--- config.mk ---
export PLATFORM = sky130hd
export DESIGN_NAME = dbb_queue
export DESIGN_NICKNAME = d
export VERILOG_FILES = /design/src/design/dbb_pkg.sv /design/src/design/dbb_queue.sv
export SDC_FILE = /design/constraint.sdc
export NUM_CORES = 1
export LEC_CHECK = 0
export ABC_AREA = 1
export BUFFER_PORTS_ARGS = -buffer_cell sky130_fd_sc_hd__buf_2
export CORE_UTILIZATION = 26
export CTS_BUF_LIST = sky130_fd_sc_hd__clkbuf_2
export DETAILED_ROUTE_END_ITERATION = 10
export HOLD_SLACK_MARGIN = 0.15
export RECOVER_POWER = 25
export SETUP_SLACK_MARGIN = 0.5
export SLEW_MARGIN = 25
export SYNTH_ARGS = -nofsm -noshare
export SYNTH_HDL_FRONTEND = slang
export SYNTH_SLANG_ARGS = --single-unit
--- constraint.sdc ---
create_clock -name clk_i -period 3.1 [get_ports clk_i]
set_input_delay 0.31 -clock clk_i [delete_from_list [all_inputs] [get_ports clk_i]]
set_output_delay 0.31 -clock clk_i [all_outputs]
set_load 0.01 [all_outputs]
--- src/design/dbb_pkg.sv ---
// Package: shared constants, types and helper functions for the dark border bounding box.
`default_nettype none
package dbb_pkg;

  localparam int MAX_WIDTH  = 4096;
  localparam int MAX_HEIGHT = 4096;

  localparam int PIX_W      = 8;
  localparam int POS_W      = 12;
  localparam int CNT_W      = 13;
  localparam int CFG_DATA_W = 13;
  localparam int CFG_IDX_W  = 2;

  localparam int COL_W  = $clog2(MAX_WIDTH);
  localparam int ROW_W  = $clog2(MAX_HEIGHT);
  localparam int SIZE_W = $clog2(((MAX_WIDTH > MAX_HEIGHT) ? MAX_WIDTH : MAX_HEIGHT) + 1);
  localparam int QUAL_W = ((CNT_W + 3) > (SIZE_W + 2)) ? (CNT_W + 3) : (SIZE_W + 2);
  localparam int CMP_W  = SIZE_W + CFG_DATA_W;

  localparam int Q_DEPTH = 2;
  localparam int Q_PTR_W = $clog2(Q_DEPTH);
  localparam int Q_CNT_W = $clog2(Q_DEPTH + 1);

  localparam logic [PIX_W-1:0]      DARK_LEVEL_RST   = PIX_W'(10);
  localparam logic [CFG_DATA_W-1:0] FRAME_WIDTH_RST  = CFG_DATA_W'(4096);
  localparam logic [CFG_DATA_W-1:0] FRAME_HEIGHT_RST = CFG_DATA_W'(4096);

  typedef enum logic [CFG_IDX_W-1:0] {
    CFG_DARK_LEVEL   = 2'd0,
    CFG_FRAME_WIDTH  = 2'd1,
    CFG_FRAME_HEIGHT = 2'd2
  } cfg_idx_e;

  typedef struct packed {
    logic [PIX_W-1:0]  dark_level;
    logic [SIZE_W-1:0] width;
    logic [SIZE_W-1:0] height;
  } cfg_t;

  typedef struct packed {
    logic [COL_W-1:0] col;
    logic             bright;
    logic             row_start;
    logic             last_row;
    logic             frame_end;
    logic             row_found;
    logic [ROW_W-1:0] top_row;
    logic [ROW_W-1:0] bottom_row;
  } q_entry_t;

  typedef struct packed {
    logic             found;
    logic [POS_W-1:0] top_row;
    logic [POS_W-1:0] bottom_row;
    logic [POS_W-1:0] left_col;
    logic [POS_W-1:0] right_col;
  } result_t;

  function automatic logic [SIZE_W-1:0] clamp_size(logic [CFG_DATA_W-1:0] v,
                                                   logic [SIZE_W-1:0] maxv);
    logic [SIZE_W-1:0] r;
    if (v == '0) begin
      r = SIZE_W'(1);
    end else if (CMP_W'(v) > CMP_W'(maxv)) begin
      r = maxv;
    end else begin
      r = SIZE_W'(v);
    end
    return r;
  endfunction

  function automatic logic qualifies(logic [CNT_W-1:0] cnt, logic [SIZE_W-1:0] size);
    logic [QUAL_W-1:0] lhs;
    logic [QUAL_W-1:0] rhs;
    lhs = QUAL_W'(cnt) * QUAL_W'(5);
    rhs = QUAL_W'(size) << 2;
    return lhs >= rhs;
  endfunction

endpackage
`default_nettype wire

--- src/design/dbb_queue.sv ---
// Queue: short FIFO of classified pixel entries between front and back.
`default_nettype none
module dbb_queue (
  input  wire logic              clk_i,
  input  wire logic              rst_ni,
  input  wire logic              push_i,
  input  wire dbb_pkg::q_entry_t entry_i,
  output logic                   full_o,
  input  wire logic              pop_i,
  output logic                   empty_o,
  output dbb_pkg::q_entry_t      head_o
);

  dbb_pkg::q_entry_t           slots_q [dbb_pkg::Q_DEPTH];
  logic [dbb_pkg::Q_PTR_W-1:0] wr_ptr_q, wr_ptr_d;
  logic [dbb_pkg::Q_PTR_W-1:0] rd_ptr_q, rd_ptr_d;
  logic [dbb_pkg::Q_CNT_W-1:0] cnt_q, cnt_d;

  assign full_o  = (cnt_q == dbb_pkg::Q_CNT_W'(dbb_pkg::Q_DEPTH));
  assign empty_o = (cnt_q == '0);
  assign head_o  = slots_q[rd_ptr_q];

  always_comb begin
    wr_ptr_d = wr_ptr_q;
    rd_ptr_d = rd_ptr_q;
    cnt_d    = cnt_q;
    if (push_i) begin
      wr_ptr_d = (wr_ptr_q == dbb_pkg::Q_PTR_W'(dbb_pkg::Q_DEPTH - 1)) ? '0
               : wr_ptr_q + dbb_pkg::Q_PTR_W'(1);
    end
    if (pop_i) begin
      rd_ptr_d = (rd_ptr_q == dbb_pkg::Q_PTR_W'(dbb_pkg::Q_DEPTH - 1)) ? '0
               : rd_ptr_q + dbb_pkg::Q_PTR_W'(1);
    end
    if (push_i && !pop_i) begin
      cnt_d = cnt_q + dbb_pkg::Q_CNT_W'(1);
    end else if (pop_i && !push_i) begin
      cnt_d = cnt_q - dbb_pkg::Q_CNT_W'(1);
    end
  end

  always_ff @(posedge clk_i or negedge rst_ni) begin
    if (!rst_ni) begin
      wr_ptr_q <= '0;
      rd_ptr_q <= '0;
      cnt_q    <= '0;
    end else begin
      wr_ptr_q <= wr_ptr_d;
      rd_ptr_q <= rd_ptr_d;
      cnt_q    <= cnt_d;
    end
  end

  always_ff @(posedge clk_i) begin
    if (push_i) begin
      slots_q[wr_ptr_q] <= entry_i;
    end
  end

endmodule
`default_nettype wire

==> results_tabular.tex <==
\begin{tabular}{lr}
\hline
Metric & Value \\
\hline
\multicolumn{2}{l}{\textbf{Outcome}} \\
Outcome & finished, final reports clean \\
\multicolumn{2}{l}{\textbf{Timing}} \\
Worst slew margin relative to its limit & 0.386 \\
Count of final hold-check violations & 0 \\
Fin crit period & 2.17 ns \\
Sum Neg Setup Slack & 0 ns \\
Max Slew Vio Count & 0 \\
Unrepaired setup endpoints after global routing & no \\
Worst-case hold slack & 0.435 ns \\
Least-Margin Pin Slew & a little over 0.9 ns \\
Period Utilization, post-route & 0.701 \\
Clk\_skew & 0.0318 ns \\
Number of failing setup endpoints in the final timing report & 0 \\
FMAX & roughly 460 MHz \\
\multicolumn{2}{l}{\textbf{Clock tree}} \\
Hold buffers post-CTS & 45 \\
Clock root cell & sky130\_fd\_sc\_hd\_\_clkbuf\_2 \\
TritonCTS clock tree & built \\
Skew-Pair Late Insertion Delay & 0.57 ns \\
Clock sinks & 86 \\
Number of buffers inserted by post-CTS setup repair & 0 \\
Resized Gates After CTS & 0 \\
Clock transition time at the flip-flop clock pins of the worst setup and hold paths & 0.23 ns \\
Clock buffer count from CTS & 9 \\
Deepest clock path buffer count & 2 \\
Level count of the clock H-tree & 3 \\
\multicolumn{2}{l}{\textbf{Synthesis}} \\
Synth Area in Compound Gates & 0 \\
Cells after Synth & 153 \\
Largest area contributor in the synthesized netlist & sky130\_fd\_sc\_hd\_\_edfxtp\_1 \\
Netlist cell types & 14 \\
Adder-cell area share of the yosys netlist & 0.00371 \\
Post-synthesis net count & 199 \\
XOR/XNOR share of the synthesized area & 0.00780 \\
Synthesized area & approximately 3400 µm² \\
Synth Register Bits & 86 \\
Fraction of synthesized cell area taken by the top area cell type & 0.731 \\
Cell types occupying the most area after synthesis & sky130\_fd\_sc\_hd\_\_edfxtp\_1 73\%, sky130\_fd\_sc\_hd\_\_mux2\_4 17\%, sky130\_fd\_sc\_hd\_\_dfrtp\_1 3.0\% \\
Dominant combinational cell family by area after synthesis & multiplexers \\
Post-Synthesis Mean Instance Area & between 20 and 25 µm² \\
Post-synthesis simple-gate area fraction & 0.0123 \\
Post-synthesis sequential area ratio & 0.761 \\
Yosys warns & 0 \\
Mux cell area share after synthesis & 0.181 \\
\multicolumn{2}{l}{\textbf{Global routing}} \\
Number of global-route vias before repair & about 1800 \\
GR Overflow Total & 0 \\
Pin count of the biggest net entering global routing & 42 \\
Global-route wire length before repair & approximately 8800 µm \\
Overall fraction of global-route tracks in use & 0.0944 \\
Antenna violations before repair & 0 \\
\multicolumn{2}{l}{\textbf{Final layout}} \\
Area grow syn2layout & 32.7\% \\
Share of cells above drive strength 1 & 0.438 \\
Final core utilization & 0.354 \\
Ant diodes & 0 \\
Post-layout net count & 340 \\
\multicolumn{2}{l}{\textbf{Route}} \\
DR pass1 iterations & 4 \\
DRC viols & 0 \\
Routed via count & roughly 1800 \\
Initial detailed-routing violation count & 67 \\
Average wire length per cell after detail routing & 12.4 µm \\
Total Wirelength & roughly 6000 µm \\
Detailed-route vias per instance & 3.82 \\
Remaining antenna violation count & 0 \\
\multicolumn{2}{l}{\textbf{Die}} \\
Core region area & 12600 µm² \\
Y dimension of the die & 116 µm \\
Die Footprint & 13400 µm² \\
Initial core utilization & 0.267 \\
Die extent in x & 116 µm \\
I/O pin count & 88 \\
Row cnt & 41 \\
\multicolumn{2}{l}{\textbf{Placement}} \\
DP HPWL & 3530 µm \\
Last weighted congestion value of the routability-driven placer & 0.656 \\
Total of buffers placed on input and output ports & 87 \\
\multicolumn{2}{l}{\textbf{Pwr}} \\
Areal power density over the cells & 739 nW/µm² \\
Leak pwr & 1.78 nW \\
Peak supply drop & approximately 0.28 mV \\
\multicolumn{2}{l}{\textbf{Critical path}} \\
Cells along the critical path & buf\_4 > mux2\_2 > buf\_2 \\
Arrival time at the worst endpoint & $\sim$1.9 ns \\
Cell family with most CP delay & buffers and inverters \\
Startpoint Class & flop \\
Worst path bufs/invs & 2 \\
Slowest cell on the critical path & sky130\_fd\_sc\_hd\_\_dfrtp\_2 \\
Kind of capture point of the worst setup path & output port \\
Critical path's largest stage delay & 0.41 ns \\
Critical setup path kind & flop to output port \\
Data required time at the worst endpoint & 2.79 ns \\
Peak fanout along the critical path & 21 \\
\multicolumn{2}{l}{\textbf{Min path}} \\
Hold/Removal Path Class & primary input to flop \\
\multicolumn{2}{l}{\textbf{Job}} \\
Reported max-cap violation count & 0 \\
\hline
\end{tabular}
[synthesized netlist by cell type]
library cell               number
sky130_fd_sc_hd__buf_12         4
sky130_fd_sc_hd__buf_6          1
sky130_fd_sc_hd__dfrtp_1        4
sky130_fd_sc_hd__edfxtp_1      82
sky130_fd_sc_hd__ha_1           1
sky130_fd_sc_hd__inv_1          7
sky130_fd_sc_hd__mux2_2         2
sky130_fd_sc_hd__mux2_4        39
sky130_fd_sc_hd__nand2_1        5
sky130_fd_sc_hd__nand3_1        1
sky130_fd_sc_hd__nand4_1        1
sky130_fd_sc_hd__nor2_1         3
sky130_fd_sc_hd__xnor2_1        1
sky130_fd_sc_hd__xor2_1         2
[flip-flops by register name, indices dropped and copies added, names as in the netlist]
register  cells
rd_ptr_q      1
wr_ptr_q      1
cnt_q         2
slots_q      82
[cells by family (layout without fill, tap and decap cells)]
group	Yosys count	count (layout)
XOR/XNOR	3	3
AND/OR/NAND/NOR	10	10
flip-flops	86	86
multiplexers	41	41
adder cells (fa/ha/maj)	1	1
buffers and inverters	12	158
[layout make-up]
cell class | count | area [µm²]
Fill cell | 1244 | 8150
Inverter | 7 | 26.3
Clock buffer | 11 | 55.1
Multi-Input combinational cell | 55 | 696
Sequential cell | 86 | 2560
Timing Repair Buffer | 135 | 886
Tap cell | 172 | 215
Clock inverter | 5 | 26.3
[power breakdown]
group	switching (W)	internal (W)
clock	0.000370	0.000105
combinational	0.000583	0.000629
sequential	0.0000706	0.00155
[per-layer routing]
| metal | share of wire | GRT usage |
|---|---|---|
| met5 | 0 | 0 |
| met4 | 0.031 | 0.0692 |
| met3 | 0.059 | 0.0371 |
| met2 | 0.49 | 0.156 |
| met1 | 0.42 | 0.0973 |
[stage by stage]
| stage | total power, W | instances | setup WS [ns] | instance area, µm² |
|---|---|---|---|---|
| floorplan | 0.00256 | 153 | 0.523 | 3370 |
| global placement | 0.00283 | 410 | 1.49 | 3960 |
| detailed placement | 0.00285 | 410 | 1.43 | 3960 |
| CTS | 0.00338 | 471 | 0.819 | 4490 |
| global route | 0.00352 | 471 | 0.770 | 4470 |
| finish | 0.00330 | 471 | 0.927 | 4470 |
[final timing paths]
kind | from | to | slack [ns] | cells past startpoint
setup / recovery | rd_ptr_q$_DFFE_PN0P_ | head_o[20] | 0.93 | 3
hold / removal | entry_i[30] | slots_q[0][30]$_DFFE_PP_ | 0.44 | 2
setup reg to reg | wr_ptr_q$_DFFE_PN0P_ | slots_q[1][27]$_DFFE_PP_ | 1.47 | 2
hold reg to reg | cnt_q[1]$_DFFE_PN0P_ | cnt_q[1]$_DFFE_PN0P_ | 0.55 | 2
max in group asynchronous | rst_ni | rd_ptr_q$_DFFE_PN0P_ | 2.31 | 3
min in group asynchronous | rst_ni | wr_ptr_q$_DFFE_PN0P_ | 0.60 | 3
[cells in the final DEF, fill, tap and decap left out, types with 2 or more instances in the layout]
master                           n
sky130_fd_sc_hd__buf_2          68
sky130_fd_sc_hd__buf_4           3
sky130_fd_sc_hd__clkbuf_1       18
sky130_fd_sc_hd__clkbuf_2       12
sky130_fd_sc_hd__clkinv_2        3
sky130_fd_sc_hd__dfrtp_1         3
sky130_fd_sc_hd__dlygate4sd3_1  45
sky130_fd_sc_hd__edfxtp_1       82
sky130_fd_sc_hd__inv_1           6
sky130_fd_sc_hd__mux2_2          2
sky130_fd_sc_hd__mux2_4         39
sky130_fd_sc_hd__nand2_1         5
sky130_fd_sc_hd__nor2_1          2
sky130_fd_sc_hd__xor2_1          2
Note: power is estimated with default switching activity, not from simulation.
