<file path="config.mk">
export PLATFORM = sky130hd
export DESIGN_NAME = dbb_front
export DESIGN_NICKNAME = d
export VERILOG_FILES = /design/src/design/dbb_pkg.sv /design/src/design/dbb_front.sv
export SDC_FILE = /design/constraint.sdc
export NUM_CORES = 1
export LEC_CHECK = 0
export ABC_CLOCK_PERIOD_IN_PS = 8560
export BUFFER_PORTS_ARGS = -buffer_cell sky130_fd_sc_hd__buf_2
export CORE_MARGIN = 2
export CORE_UTILIZATION = 50
export DETAILED_ROUTE_END_ITERATION = 6
export PLACE_DENSITY_LB_ADDON = 0.08
export SLEW_MARGIN = 0
export SYNTH_ARGS = -nofsm -noshare
export SYNTH_HDL_FRONTEND = slang
export SYNTH_SLANG_ARGS = --single-unit
</file>
<file path="constraint.sdc">
create_clock -name clk_i -period 8.56 [get_ports clk_i]
set_clock_uncertainty 0.05 [all_clocks]
set_input_delay 1.712 -clock clk_i [delete_from_list [all_inputs] [get_ports clk_i]]
set_output_delay 1.712 -clock clk_i [all_outputs]
set_load 0.005 [all_outputs]
</file>
<file path="src/design/dbb_pkg.sv">
// Package: shared constants, types and helper functions for the dark border bounding box.
`default_nettype none
package dbb_pkg;

  localparam int MAX_WIDTH  = 4096;
  localparam int MAX_HEIGHT = 4096;

  localparam int PIX_W      = 8;
  localparam int POS_W      = 12;
  localparam int CNT_W      = 13;
  localparam int CFG_DATA_W = 13;
  localparam int CFG_IDX_W  = 2;

  localparam int COL_W  = $clog2(MAX_WIDTH);
  localparam int ROW_W  = $clog2(MAX_HEIGHT);
  localparam int SIZE_W = $clog2(((MAX_WIDTH > MAX_HEIGHT) ? MAX_WIDTH : MAX_HEIGHT) + 1);
  localparam int QUAL_W = ((CNT_W + 3) > (SIZE_W + 2)) ? (CNT_W + 3) : (SIZE_W + 2);
  localparam int CMP_W  = SIZE_W + CFG_DATA_W;

  localparam int Q_DEPTH = 2;
  localparam int Q_PTR_W = $clog2(Q_DEPTH);
  localparam int Q_CNT_W = $clog2(Q_DEPTH + 1);

  localparam logic [PIX_W-1:0]      DARK_LEVEL_RST   = PIX_W'(10);
  localparam logic [CFG_DATA_W-1:0] FRAME_WIDTH_RST  = CFG_DATA_W'(4096);
  localparam logic [CFG_DATA_W-1:0] FRAME_HEIGHT_RST = CFG_DATA_W'(4096);

  typedef enum logic [CFG_IDX_W-1:0] {
    CFG_DARK_LEVEL   = 2'd0,
    CFG_FRAME_WIDTH  = 2'd1,
    CFG_FRAME_HEIGHT = 2'd2
  } cfg_idx_e;

  typedef struct packed {
    logic [PIX_W-1:0]  dark_level;
    logic [SIZE_W-1:0] width;
    logic [SIZE_W-1:0] height;
  } cfg_t;

  typedef struct packed {
    logic [COL_W-1:0] col;
    logic             bright;
    logic             row_start;
    logic             last_row;
    logic             frame_end;
    logic             row_found;
    logic [ROW_W-1:0] top_row;
    logic [ROW_W-1:0] bottom_row;
  } q_entry_t;

  typedef struct packed {
    logic             found;
    logic [POS_W-1:0] top_row;
    logic [POS_W-1:0] bottom_row;
    logic [POS_W-1:0] left_col;
    logic [POS_W-1:0] right_col;
  } result_t;

  function automatic logic [SIZE_W-1:0] clamp_size(logic [CFG_DATA_W-1:0] v,
                                                   logic [SIZE_W-1:0] maxv);
    logic [SIZE_W-1:0] r;
    if (v == '0) begin
      r = SIZE_W'(1);
    end else if (CMP_W'(v) > CMP_W'(maxv)) begin
      r = maxv;
    end else begin
      r = SIZE_W'(v);
    end
    return r;
  endfunction

  function automatic logic qualifies(logic [CNT_W-1:0] cnt, logic [SIZE_W-1:0] size);
    logic [QUAL_W-1:0] lhs;
    logic [QUAL_W-1:0] rhs;
    lhs = QUAL_W'(cnt) * QUAL_W'(5);
    rhs = QUAL_W'(size) << 2;
    return lhs >= rhs;
  endfunction

endpackage
`default_nettype wire

</file>
<file path="src/design/dbb_front.sv">
// Front end: accepts pixels, tracks raster position, qualifies rows and builds queue entries.
`default_nettype none
module dbb_front (
  input  wire logic                      clk_i,
  input  wire logic                      rst_ni,
  input  wire dbb_pkg::cfg_t             cfg_i,
  input  wire logic                      in_valid_i,
  input  wire logic [dbb_pkg::PIX_W-1:0] in_pixel_i,
  output logic                           in_ready_o,
  input  wire logic                      q_full_i,
  output logic                           push_o,
  output dbb_pkg::q_entry_t              entry_o
);

  logic [dbb_pkg::COL_W-1:0] col_q, col_d;
  logic [dbb_pkg::ROW_W-1:0] row_q, row_d;
  logic [dbb_pkg::CNT_W-1:0] rbc_q, rbc_d;
  logic [dbb_pkg::ROW_W-1:0] first_row_q, first_row_d;
  logic [dbb_pkg::ROW_W-1:0] last_row_q, last_row_d;
  logic                      row_seen_q, row_seen_d;

  logic                      bright;
  logic                      last_in_row;
  logic                      last_row_now;
  logic                      row_qual;
  logic [dbb_pkg::CNT_W-1:0] rbc_next;
  logic                      seen_next;
  logic [dbb_pkg::ROW_W-1:0] first_next;
  logic [dbb_pkg::ROW_W-1:0] last_next;

  assign in_ready_o = !q_full_i;
  assign push_o     = in_valid_i && !q_full_i;

  always_comb begin
    bright       = in_pixel_i >= cfg_i.dark_level;
    last_in_row  = (dbb_pkg::SIZE_W'(col_q) + dbb_pkg::SIZE_W'(1)) >= cfg_i.width;
    last_row_now = (dbb_pkg::SIZE_W'(row_q) + dbb_pkg::SIZE_W'(1)) >= cfg_i.height;
    rbc_next     = rbc_q + dbb_pkg::CNT_W'(bright);
    row_qual     = last_in_row && dbb_pkg::qualifies(rbc_next, cfg_i.width);
    seen_next    = row_seen_q || row_qual;
    first_next   = (row_qual && !row_seen_q) ? row_q : first_row_q;
    last_next    = row_qual ? row_q : last_row_q;

    entry_o.col        = col_q;
    entry_o.bright     = bright;
    entry_o.row_start  = (row_q == '0);
    entry_o.last_row   = last_row_now;
    entry_o.frame_end  = last_in_row && last_row_now;
    entry_o.row_found  = seen_next;
    entry_o.top_row    = first_next;
    entry_o.bottom_row = last_next;

    col_d       = col_q;
    row_d       = row_q;
    rbc_d       = rbc_q;
    first_row_d = first_row_q;
    last_row_d  = last_row_q;
    row_seen_d  = row_seen_q;
    if (push_o) begin
      if (!last_in_row) begin
        col_d = col_q + dbb_pkg::COL_W'(1);
        rbc_d = rbc_next;
      end else begin
        col_d = '0;
        rbc_d = '0;
        if (!last_row_now) begin
          row_d       = row_q + dbb_pkg::ROW_W'(1);
          first_row_d = first_next;
          last_row_d  = last_next;
          row_seen_d  = seen_next;
        end else begin
          row_d       = '0;
          first_row_d = '0;
          last_row_d  = '0;
          row_seen_d  = 1'b0;
        end
      end
    end
  end

  always_ff @(posedge clk_i or negedge rst_ni) begin
    if (!rst_ni) begin
      col_q       <= '0;
      row_q       <= '0;
      rbc_q       <= '0;
      first_row_q <= '0;
      last_row_q  <= '0;
      row_seen_q  <= 1'b0;
    end else begin
      col_q       <= col_d;
      row_q       <= row_d;
      rbc_q       <= rbc_d;
      first_row_q <= first_row_d;
      last_row_q  <= last_row_d;
      row_seen_q  <= row_seen_d;
    end
  end

endmodule
`default_nettype wire

</file>
==> results.cfg, run 1 <==
[finish]
final_cells = 860
area_growth_pct = 25.4
final_nets = 839
register_area_um2 = 1550
fin_util_pct = 64.3
diodes = 0
final.fill_count = 910
multi_input_area_um2 = 3590
design_area_um2 = 6640
final_common_cell = buf_2
final_cell_mix = buf_2, nand2_1, ha_1, dfrtp_1, inv_1
drive_gt1_share_pct = 29.0

[power_and_ir_drop]
p_comb_share_pct = 28.3
p_leak_nw = 3.55
ir_worst_vdd_mv = 0.0893
p_per_area_nw_per_um2 = 130
clockPowerShare_pct = 30.9
p_seq_share_pct = 40.8
power.total_uw = 865
switching_power_uw = 295
p_sw_share_pct = 34.1
internal_power_uw = 570

[setup_path]
critPathMaxFanout = 5
r2r-start = rbc_q[2]
crit_type = in2out
reg2reg_slack_ps = 3550
cp.required_ps = 6800
cpMaxStageDelayCell = ha_1
r2r-end = last_row_q[3]
r2r_cells = 20
end_kind = output pin
cp.arrival_ps = 7160
startpoint_type = input port
slowest_delay_ps = 350

[sta]
setup_viol = 25
min_period_ps = 8920
hold_violations = 0
maxSlewHeadroom_pct = 25.7
final.period_utilization_pct = 104
tns_ps = -6980
max_slew.worst_pin.slew_ps = 1110
worst_slack_ps = -359
max_freq_mhz = 112
hold-worst-slack_ps = 457
drv_slew = 0
rsz0062_at_grt = yes

[hold_path]
hold_end = last_row_q[5]
min_path_cells = 1
hp-start = last_row_q[5]
hp-class = reg2reg

[placed_design]
post-place-cells = 833
place_congestion = 0.883
post-place-ws_ps = -442
portBuffers = 88
placed_area_um2 = 6140
dp_hpwl_um = 10200

[synth]
synth_warnings = 0
synth_seq_cells = 62
syn_avg_cell_area_um2 = 8.82
synth_edf_count = 0
yosysSeqAreaShare_pct = 29.3
synthFlopType = dfrtp_1
netlist_area_um2 = 5290
ys_async_sr_fraction_pct = 100
synth_cells = 600
syn_nets = 719
synth_cell_types = 55

[grt]
grt_max_degree = 63
grt_pass1_vias = 4575
antenna_found_initial = 0
gr-total-overflow = 0
grt_pass1_wl_um = 22500
grt_use_total_pct = 25.0

[die]
die_w_um = 107
die-area_um2 = 11400
row_count = 37
fp.dieH_um = 107
start_util_pct = 51.3
coreArea_um2 = 10300
io_pins = 89

[routing]
drtIter0Drc = 178
ant_nets = 0
viasPerCell = 5.57
vias = 4786
wl_um = 13800
dr.pass1.iters = 4
drc_errors = 0
wire_per_inst_um = 16.1

[clock_network]
clockBufferDepth = 2
clkTransAtPathRegs_ps = 70
cts_inserted_buffers = 9
h-tree-depth = 3
clock_sinks = 62
clk_latency_ps = 360
cts_tree = yes
root_buffer = clkbuf_8

[status]
violations = negative setup slack
outcome = finished, violations left

[run]
maxCapViolations = 0
-- registers in the layout (all words and copies together), names as in the netlist --
signal and cells:
col_q 12, first_row_q 12, last_row_q 12, rbc_q 13, row_q 12, row_seen_q 1
-- repair_timing --
action / in CTS / in global routing
resized for setup: 22 / 6
endpoints found under the setup margin: 25 / 25
pin swaps: 25 / 15
setup buffers: 7 / 5
hold buffers: 0 / 0
-- synth_stat cells (2+ instances only) --
cell	instances	area share, %
a21oi_1	21	2.0
a211oi_1	5	0.71
nand2_1	67	4.8
a22o_1	24	4.0
nor3b_1	3	0.43
buf_6	2	0.43
o22ai_1	3	0.35
o21ai_0	49	4.6
a31o_2	3	0.50
nor4_1	4	0.47
a21o_1	9	1.3
nor3_1	6	0.57
nand4_1	9	1.1
xor2_1	17	2.8
o21a_1	5	0.71
clkbuf_1	20	1.4
nor2_1	25	1.8
nand2b_1	10	1.2
xnor2_1	25	4.1
mux2_2	10	2.1
dfrtp_1	62	29
o211ai_1	3	0.43
and3_1	9	1.1
o31ai_1	9	1.3
nor2b_1	5	0.59
and4_4	2	0.43
nand3_1	21	2.0
ha_1	72	17
o21bai_1	2	0.28
buf_2	2	0.19
inv_1	52	3.7
mux2_4	10	2.8
or3_1	3	0.35
and2_1	4	0.47
buf_4	4	0.57
a31oi_1	4	0.47
-- final cells by class --
cell class | instances | area share, %
Clock buffer | 10 | 2.07
Clock inverter | 5 | 0.886
Inverter | 53 | 3.03
Multi-Input combinational cell | 456 | 54.1
Sequential cell | 62 | 23.4
Tap cell | 136 | 2.56
Timing Repair Buffer | 138 | 13.9
-- kinds of logic after synthesis --
| group | share of synthesized area (%) |
|---|---|
| buffers and inverters | 6.43 |
| adder cells (fa/ha/maj) | 17.4 |
| XOR/XNOR | 7.47 |
| multiplexers | 4.96 |
| flip-flops | 29.3 |
| AO/OA/AOI/OAI | 18.3 |
| AND/OR/NAND/NOR | 16.1 |
-- per-layer routing --
metal / vias to the layer above / GRT usage (%) / share of wire (%)
met5: - / 0 / 0
met4: 0 / 6.49 / 1.4
met3: 19 / 4.92 / 4.8
met2: 133 / 40.4 / 47
met1: 2280 / 34.3 / 47
li1: 2354 / - / -
-- worst max-delay path: cells and delay by family --
family	cells	cell delay (ps)
AO/OA/AOI/OAI	12	1890
adder cells (fa/ha/maj)	5	1210
AND/OR/NAND/NOR	7	910
multiplexers	1	310
XOR/XNOR	3	480
buffers and inverters	6	640
-- worst max path at each step --
stage | startpoint | to | slack (ps) | cells past startpoint
after global placement | cfg_i[26] | entry_o[23] | -300 | 31
final | in_pixel_i[0] | entry_o[21] | -360 | 34
after CTS | in_pixel_i[0] | entry_o[21] | -420 | 33
after global routing | in_pixel_i[0] | entry_o[21] | -620 | 34
after detailed placement | cfg_i[26] | entry_o[12] | -440 | 31
after floorplan | in_pixel_i[0] | entry_o[13] | 0.02 | 32
-- power by group through the flow --
stage	clock (mW)	combinational [mW]	sequential (mW)
floorplan	0	0.150	0.347
finish	0.267	0.245	0.353
CTS	0.274	0.241	0.351
detailed placement	0	0.233	0.355
global route	0.286	0.283	0.357
global placement	0	0.224	0.354
(Power assumes the default switching activity.)
==> run 2: changes to the inputs <==
--- a/config.mk
+++ b/config.mk
@@ -7,8 +7,10 @@
 export LEC_CHECK = 0
 export ABC_CLOCK_PERIOD_IN_PS = 8560
 export BUFFER_PORTS_ARGS = -buffer_cell sky130_fd_sc_hd__buf_2
+export CELL_PAD_IN_SITES_DETAIL_PLACEMENT = 1
+export CELL_PAD_IN_SITES_GLOBAL_PLACEMENT = 1
 export CORE_MARGIN = 2
-export CORE_UTILIZATION = 50
+export CORE_UTILIZATION = 39
 export DETAILED_ROUTE_END_ITERATION = 6
 export PLACE_DENSITY_LB_ADDON = 0.08
 export SLEW_MARGIN = 0
==> run 2 against run 1 <==
Effect of this change: the flow still finishes with violations (negative setup slack); sequential share of layout area down 1.0 points; global-route usage down 0.73 points; maximum frequency up 0.24%; power up 18%; critical path depth down 2; routed wire length up 20%; highest routed layer unchanged.
==> results.cfg, run 2 (same netlist as run 1, synthesis figures left out) <==
[status]
outcome = finished, violations left
violations = negative setup slack

[routing]
vias = 4901
ant_nets = 0
drc_errors = 0
wire_per_inst_um = 18.4
dr.pass1.iters = 4
viasPerCell = 5.44
drtIter0Drc = 205
wl_um = 16600

[placed_design]
dp_hpwl_um = 12200
portBuffers = 88
place_congestion = 0.833

[clock_network]
clock_sinks = 62
cts_inserted_buffers = 9
clk_latency_ps = 350
cts_tree = yes
root_buffer = clkbuf_16
clockBufferDepth = 2
clkTransAtPathRegs_ps = 60
h-tree-depth = 3

[power_and_ir_drop]
p_per_area_nw_per_um2 = 147
p_leak_nw = 3.67
ir_worst_vdd_mv = 0.0770
power.total_mw = 1.02

[setup_path]
slowest_delay_ps = 370
r2r-end = first_row_q[0]
r2r-start = rbc_q[2]
cp.arrival_ps = 7140
startpoint = in_pixel_i[0]
crit_type = in2out
cp.required_ps = 6800
startpoint_type = input port
critPathMaxFanout = 6
cpMaxStageDelayCell = ha_1
reg2reg_slack_ps = 3590
r2r_cells = 22
end_kind = output pin

[finish]
largest_reg_flops = 13
drive_gt1_share_pct = 30.1
diodes = 0
top_register = rbc_q
area_growth_pct = 31.3
final_nets = 839
final_cell_mix = ha_1, buf_2, nand2_1, dfrtp_1, inv_1
fin_util_pct = 52.5

[grt]
grt_max_degree = 63
grt_use_total_pct = 24.2
grt_pass1_wl_um = 27400
antenna_found_initial = 0
grt_pass1_vias = 5320
gr-total-overflow = 0

[die]
start_util_pct = 40.0
fp.dieH_um = 121
die-area_um2 = 14500
row_count = 42
die_w_um = 121
io_pins = 89
coreArea_um2 = 13200

[hold_path]
hold_end = first_row_q[6]
hp-start = first_row_q[6]
min_path_cells = 1
hp-class = reg2reg

[sta]
max_freq_mhz = 112
setup_viol = 25
min_period_ps = 8900
worst_slack_ps = -338
hold-worst-slack_ps = 456
maxSlewHeadroom_pct = 22.3
drv_slew = 0
max_slew.worst_pin.slew_ps = 1160
hold_violations = 0
rsz0062_at_grt = yes
final.period_utilization_pct = 104

[run]
maxCapViolations = 0
==> run 2: area by class of cell <==
class | instances | area [um2]
multi-input combinational | 457 | 3680
fill | 1573 | 6290
tap | 176 | 220
sequential | 62 | 1550
timing repair buffer | 137 | 966
clock buffer | 9 | 225
clock inverter | 7 | 104
inverter | 53 | 201
==> run 2: per-stage QoR <==
step / worst slack (ps) / instance area (um2) / cells / TNS [ps]
floorplan: 0.0151 / 5390 / 600 / 0
global placement: -378 / 6210 / 876 / -7810
detailed placement: -512 / 6210 / 876 / -10810
CTS: -315 / 6830 / 900 / -6760
global route: -679 / 6950 / 901 / -15590
finish: -338 / 6950 / 901 / -6800
==> run 2: how the worst max path moves through the flow <==
stage | to | slack [ps] | depth (start not counted)
5_1_grt | entry_o[21] | -680 | 32
2_1_floorplan | entry_o[13] | 0.02 | 32
6_report | entry_o[14] | -340 | 32
3_3_place_gp | entry_o[23] | -380 | 31
3_5_place_dp | entry_o[23] | -510 | 30
4_1_cts | entry_o[2] | -310 | 32
==> run 2: routing by layer <==
| layer | up-vias | global-route usage, % | wire (um) |
|---|---|---|---|
| li1 | 2357 | - | - |
| met1 | 2401 | 30.5 | 7250 |
| met2 | 116 | 41.3 | 8180 |
| met3 | 27 | 5.33 | 830 |
| met4 | 0 | 7.63 | 333 |
| met5 | - | 0 | 0 |
==> run 2: repair_timing <==
item                                    in CTS  in global routing
pin swaps                                   12                  4
hold buffers                                 0                  0
gates resized for setup                     38                 29
endpoints found under the setup margin      25                 25
setup buffers                                7                  1
gates cloned                                 1                  0
==> run 2: power breakdown <==
group | switching (mW) | leakage (nW) | internal [mW]
logic | 0.138 | 2.67 | 0.116
registers | 0.0411 | 0.839 | 0.314
clock network | 0.153 | 0.161 | 0.259
total | 0.333 | 3.67 | 0.689
==> run 2: critical path: cells and delay by family <==
| kind | cells | cell delay (ps) |
|---|---|---|
| fa+ha+maj | 5 | 1270 |
| simple gates | 8 | 1110 |
| mux | 1 | 320 |
| compound gates | 11 | 1880 |
| xor+xnor | 3 | 470 |
| buf+inv | 4 | 380 |
